[src/hw/rtl/ssym_ram.sv]
`default_nettype none
// ----------------------------------------------------------------------------
// ssym_ram
// Generic single-write, single-read RAM with registered read data.
// ----------------------------------------------------------------------------
module ssym_ram #(
    parameter int WIDTH = 8,
    parameter int DEPTH = 16
) (
    input  wire logic                     i_clk,
    input  wire logic                     i_we,
    input  wire logic [$clog2(DEPTH)-1:0] i_waddr,
    input  wire logic [WIDTH-1:0]         i_wdata,
    input  wire logic [$clog2(DEPTH)-1:0] i_raddr,
    output logic      [WIDTH-1:0]         o_rdata
);

    logic [WIDTH-1:0] r_mem [DEPTH];

    always_ff @(posedge i_clk) begin
        if (i_we) begin
            r_mem[i_waddr] <= i_wdata;
        end
        o_rdata <= r_mem[i_raddr];
    end

endmodule
`default_nettype wire

[config.mk]
export PLATFORM = sky130hd
export DESIGN_NAME = ssym_ram
export DESIGN_NICKNAME = d
export VERILOG_FILES = /design/src/hw/rtl/ssym_ram.sv
export SDC_FILE = /design/constraint.sdc
export NUM_CORES = 1
export LEC_CHECK = 0
export ABC_AREA = 1
export BUFFER_PORTS_ARGS = -buffer_cell sky130_fd_sc_hd__buf_2
export CAP_MARGIN = 0
export CORE_MARGIN = 2
export CORE_UTILIZATION = 49
export DETAILED_ROUTE_END_ITERATION = 12
export HOLD_SLACK_MARGIN = 0.06
export PLACE_DENSITY = 0.77
export RECOVER_POWER = 50
export SLEW_MARGIN = 15
export SYNTH_ARGS = -nofsm -noshare
export SYNTH_HDL_FRONTEND = slang
export SYNTH_SLANG_ARGS = --single-unit
[constraint.sdc]
create_clock -name i_clk -period 2 [get_ports i_clk]
set_input_delay 0.2 -clock i_clk [delete_from_list [all_inputs] [get_ports i_clk]]
set_output_delay 0.2 -clock i_clk [all_outputs]
set_load 0.01 [all_outputs]
Word-level counts from Yosys, hierarchy flattened
Memory sizes are Yosys's and may differ from the RTL's. A register that Yosys moved wholly into a read port is not among the register bits.
Index checks and enable logic that the tools add are counted.
{"block": "totals", "register_bits": 0, "ram_bits": 128, "inputBits": 18, "n_memories": 1}
{"memory": "r_mem", "depth": 16, "width": 8, "read_ports": 1, "rd_ports_with_merged_regs": 1, "wr": 1, "line_no": "18", "source": "logic [WIDTH-1:0] r_mem [DEPTH];"}
{"block": "op_classes", "mux": 2}
{"cell": "1-bit 2-to-1 mux", "count": 2}

Depth between registers and ports, before layout
{"block": "depth", "word_depth": 2, "ltp_mapped": 8, "ltp_nobuf": 7}

Worst setup path after synthesis
OpenSTA, ideal clock, no wires.
{"block": "synth_path", "kind": "input port to flip-flop", "from": "input port i_waddr[2]", "to": "memory r_mem[10][0] (enable)", "arrival_time_ps": 781, "t_required_ps": 1630, "slack_ps": 849, "stages": 2, "n_path_buf": 0, "path_cell_list": "nand3b_1 -> nor2_1"}
{"item": "start: declaration", "line_no": "12", "source": "input wire logic [$clog2(DEPTH)-1:0] i_waddr,"}
{"item": "end: declaration", "line_no": "18"}
Straight into the memory's write port.

Worst setup path after layout
{"block": "layout_path", "from": "input port i_waddr[2]", "to": "memory r_mem[2][4] (enable)"}
Straight into the memory's write port.

==> flow_summary_export.csv <==
group,metric,value,unit
detailed_routing,viasPerCell,5.30,
cells_and_area,stdcell_count,738,
critical_path,critPathMaxFanout,8,
hold_path,hp-class,"in -> reg",
yosys,synth_xor_area_frac,0,
cells_and_area,fill_cells,894,
placed_design,dp.cells,706,
timing,post-route-period-util,0.563,
placed_design,port_buffers,25,
timing,hold_viol_final,0,
grt,groute.usage.overall,0.210,
critical_path,setup.worst_path.end_class,"flip-flop",
detailed_routing,drc,0,
cells_and_area,n_antenna_cell,0,
yosys,synth.distinct_cells,12,
power,powerDensity,1010,nW/µm²
clock_network,hold_buffers,0,
grt,grt_pass1_vias,3820,
detailed_routing,drt-wirelength-per-cell,17.3,µm
placed_design,dpl_worst_slack,0.480,ns
critical_path,cpMostUsedCell,"nor2_1",
floorplan,coreArea,11500,µm²
critical_path,critPathKind,"in -> reg",
yosys,synth-edff-count,128,
critical_path,cpLargestDelayFamily,"simple AND/OR/NAND/NOR gates",
yosys,synth_simple_gate_area_share,0.210,
floorplan,die_area,12700,µm²
critical_path,cp_slowest_cell,"nor2_1",
power,ir_worst_vdd,0.000824,V
clock_network,cts_buffers,17,
yosys,synth_area,5770,µm²
clock_network,cts.reportedPaths.clkPinSlew,0.06,ns
yosys,synth_top_family_by_area,"simple AND/OR/NAND/NOR gates",
yosys,synth-compound-area-share,0,
grt,grt_first_pass_wirelength,19.8,mm
floorplan,start_util,0.503,
hold_path,min_path_cells,3,
detailed_routing,via_count,3913,
cells_and_area,syn_to_final_growth,13.7,%
timing,slew_headroom,0.393,
timing,slew_violations,0,
clock_network,cts_buffer_depth,2,
grt,antenna_found_initial,0,
grt,grt_start_max_net_pins,65,
critical_path,r2r_cells,6,
detailed_routing,drt_iter0_drc,373,
clock_network,clock-sinks,136,
critical_path,arrival,1.16,ns
clock_network,clock_latency,0.41,ns
timing,max_freq,888,MHz
timing,setup_tns,0,ns
floorplan,die_w,112,µm
yosys,yosysMostFrequentCell,"nand2_1",
timing,clock_skew,0.00768,ns
run,drv_cap,0,
yosys,synth_seq_cells,136,
placed_design,place_hpwl,7.30,mm
power,p_leak,2.82,nW
yosys,synth.area.top_cells,"edfxtp_1, nand2_1, nand3_1, inv_1, dfxtp_1",
cells_and_area,drive_gt1_frac,0.0891,
grt,grt_overflow,0,
floorplan,chipHeight,112,µm
cells_and_area,fin_nets,600,
hold_path,min_from,"i_raddr[3]",
timing,rsz0062_at_grt,"false",
critical_path,cp-start-kind,"primary input",
critical_path,critPathMaxStageDelay,0.58,ns
yosys,avgSynthCellArea,10.5,µm²
timing,worst_slack,0.874,ns
clock_network,post-cts-setup-buffer-count,0,
clock_network,cts_tree,"built",
floorplan,rows,39,
yosys,synth_top_cell_area_share,0.667,
timing,worst_pin_slew,0.911,ns
critical_path,path_buf_inv,1,
yosys,synth_cells,551,
power,total_power,6.65,mW
clock_network,htreeDepth,4,
critical_path,path_cells,"buf_2 -> nor2_1 -> nand2_1 -> nor2_1",
yosys,synthTopCellsByCount,"nand2_1, edfxtp_1, inv_1",
detailed_routing,totalWireLength,12.7,mm
status,status,"complete, no violations",
critical_path,required,2.04,ns
clock_network,cts_root_buf,"clkbuf_16",
timing,setup_viol,0,
yosys,synth_top_flop_cell,"edfxtp_1",
cells_and_area,fin_util,0.572,
critical_path,cp.depth,4,
yosys,ys_seq_area_frac,0.694,
yosys,async_reset_ff_frac,0,
critical_path,startpoint,"i_waddr[2]",
yosys,muxShareOfSynthArea,0,
detailed_routing,ant_nets,0,
yosys,synthAdderAreaFrac,0,
timing,layout_min_cycle_time,1.13,ns
detailed_routing,dr.pass1.iters,6,
yosys,yosysWarningCount,0,
yosys,yosysTopAreaCell,"edfxtp_1",
floorplan,ios,26,
critical_path,r2r-start,"r_mem[1][7]",
yosys,syn_nets,569,
placed_design,finalWeightedCongestion,0.906,
clock_network,cts.repair.resized,0,
-- tightest hold or removal path: cells and delay by family --
kind | cells | cell delay [ns]
buffers and inverters | 1 | 0.18
AND/OR/NAND/NOR | 2 | 0.15
-- path summary, 6_finish.rpt --
path,end,slack (ns)
hold reg to reg,o_rdata[6],0.67
hold / removal,o_rdata[7],0.17
setup reg to reg,o_rdata[7],0.91
setup / recovery,r_mem[2][4],0.87
-- layer usage --
metal  vias to the layer above  global-route usage  share of wire
li1                       1833                   -              -
met1                      1840               0.274           0.40
met2                       209               0.349           0.50
met3                        31              0.0502          0.086
met4                         0              0.0715          0.017
met5                         -                   0              0
-- through the flow --
step                      cell area [µm²]  hold WS [ns]
after floorplan                      5770         0.299
after global routing                 6560         0.185
after global placement               6000         0.569
final                                6560         0.169
after CTS                            6570         0.155
after detailed placement             6000         0.581
-- state kept, by name (all words and copies together) (netlist names) --
register and count:
r_mem 128, o_rdata 8
-- cells in the final DEF (no fill, tap or decap) --
cell type and n:
buf_12 1, buf_2 16, buf_4 9, bufinv_16 3
clkbuf_1 16, clkbuf_16 17, clkinv_1 1, clkinv_2 3
clkinv_4 1, clkinvlp_4 1, dfxtp_1 8, edfxtp_1 128
inv_1 100, inv_2 2, nand2_1 173, nand3_1 97
nand3b_1 2, nor2_1 17
-- area by class of cell --
cell class              count  area, µm²  area share
clock buffers              23        448      0.0683
clock inverters             9        125      0.0191
inverters                 102        383      0.0584
multi-input cells         289       1210       0.185
flip-flops and latches    136       4000       0.611
well taps                 143        179      0.0273
repair buffers             36        205      0.0313
-- logic make-up (layout without fill, tap and decap cells) --
logic type / Yosys count / after routing
flip-flops: 136 / 136
AND/OR/NAND/NOR: 289 / 289
buffers and inverters: 126 / 170
-- where the power goes --
group | switching (mW) | internal [mW] | leakage [nW]
logic | 0.282 | 0.105 | 1.32
registers | 0.0176 | 3.19 | 1.22
clock network | 1.11 | 1.95 | 0.277
No activity file was read; power rests on OpenSTA's default activity.
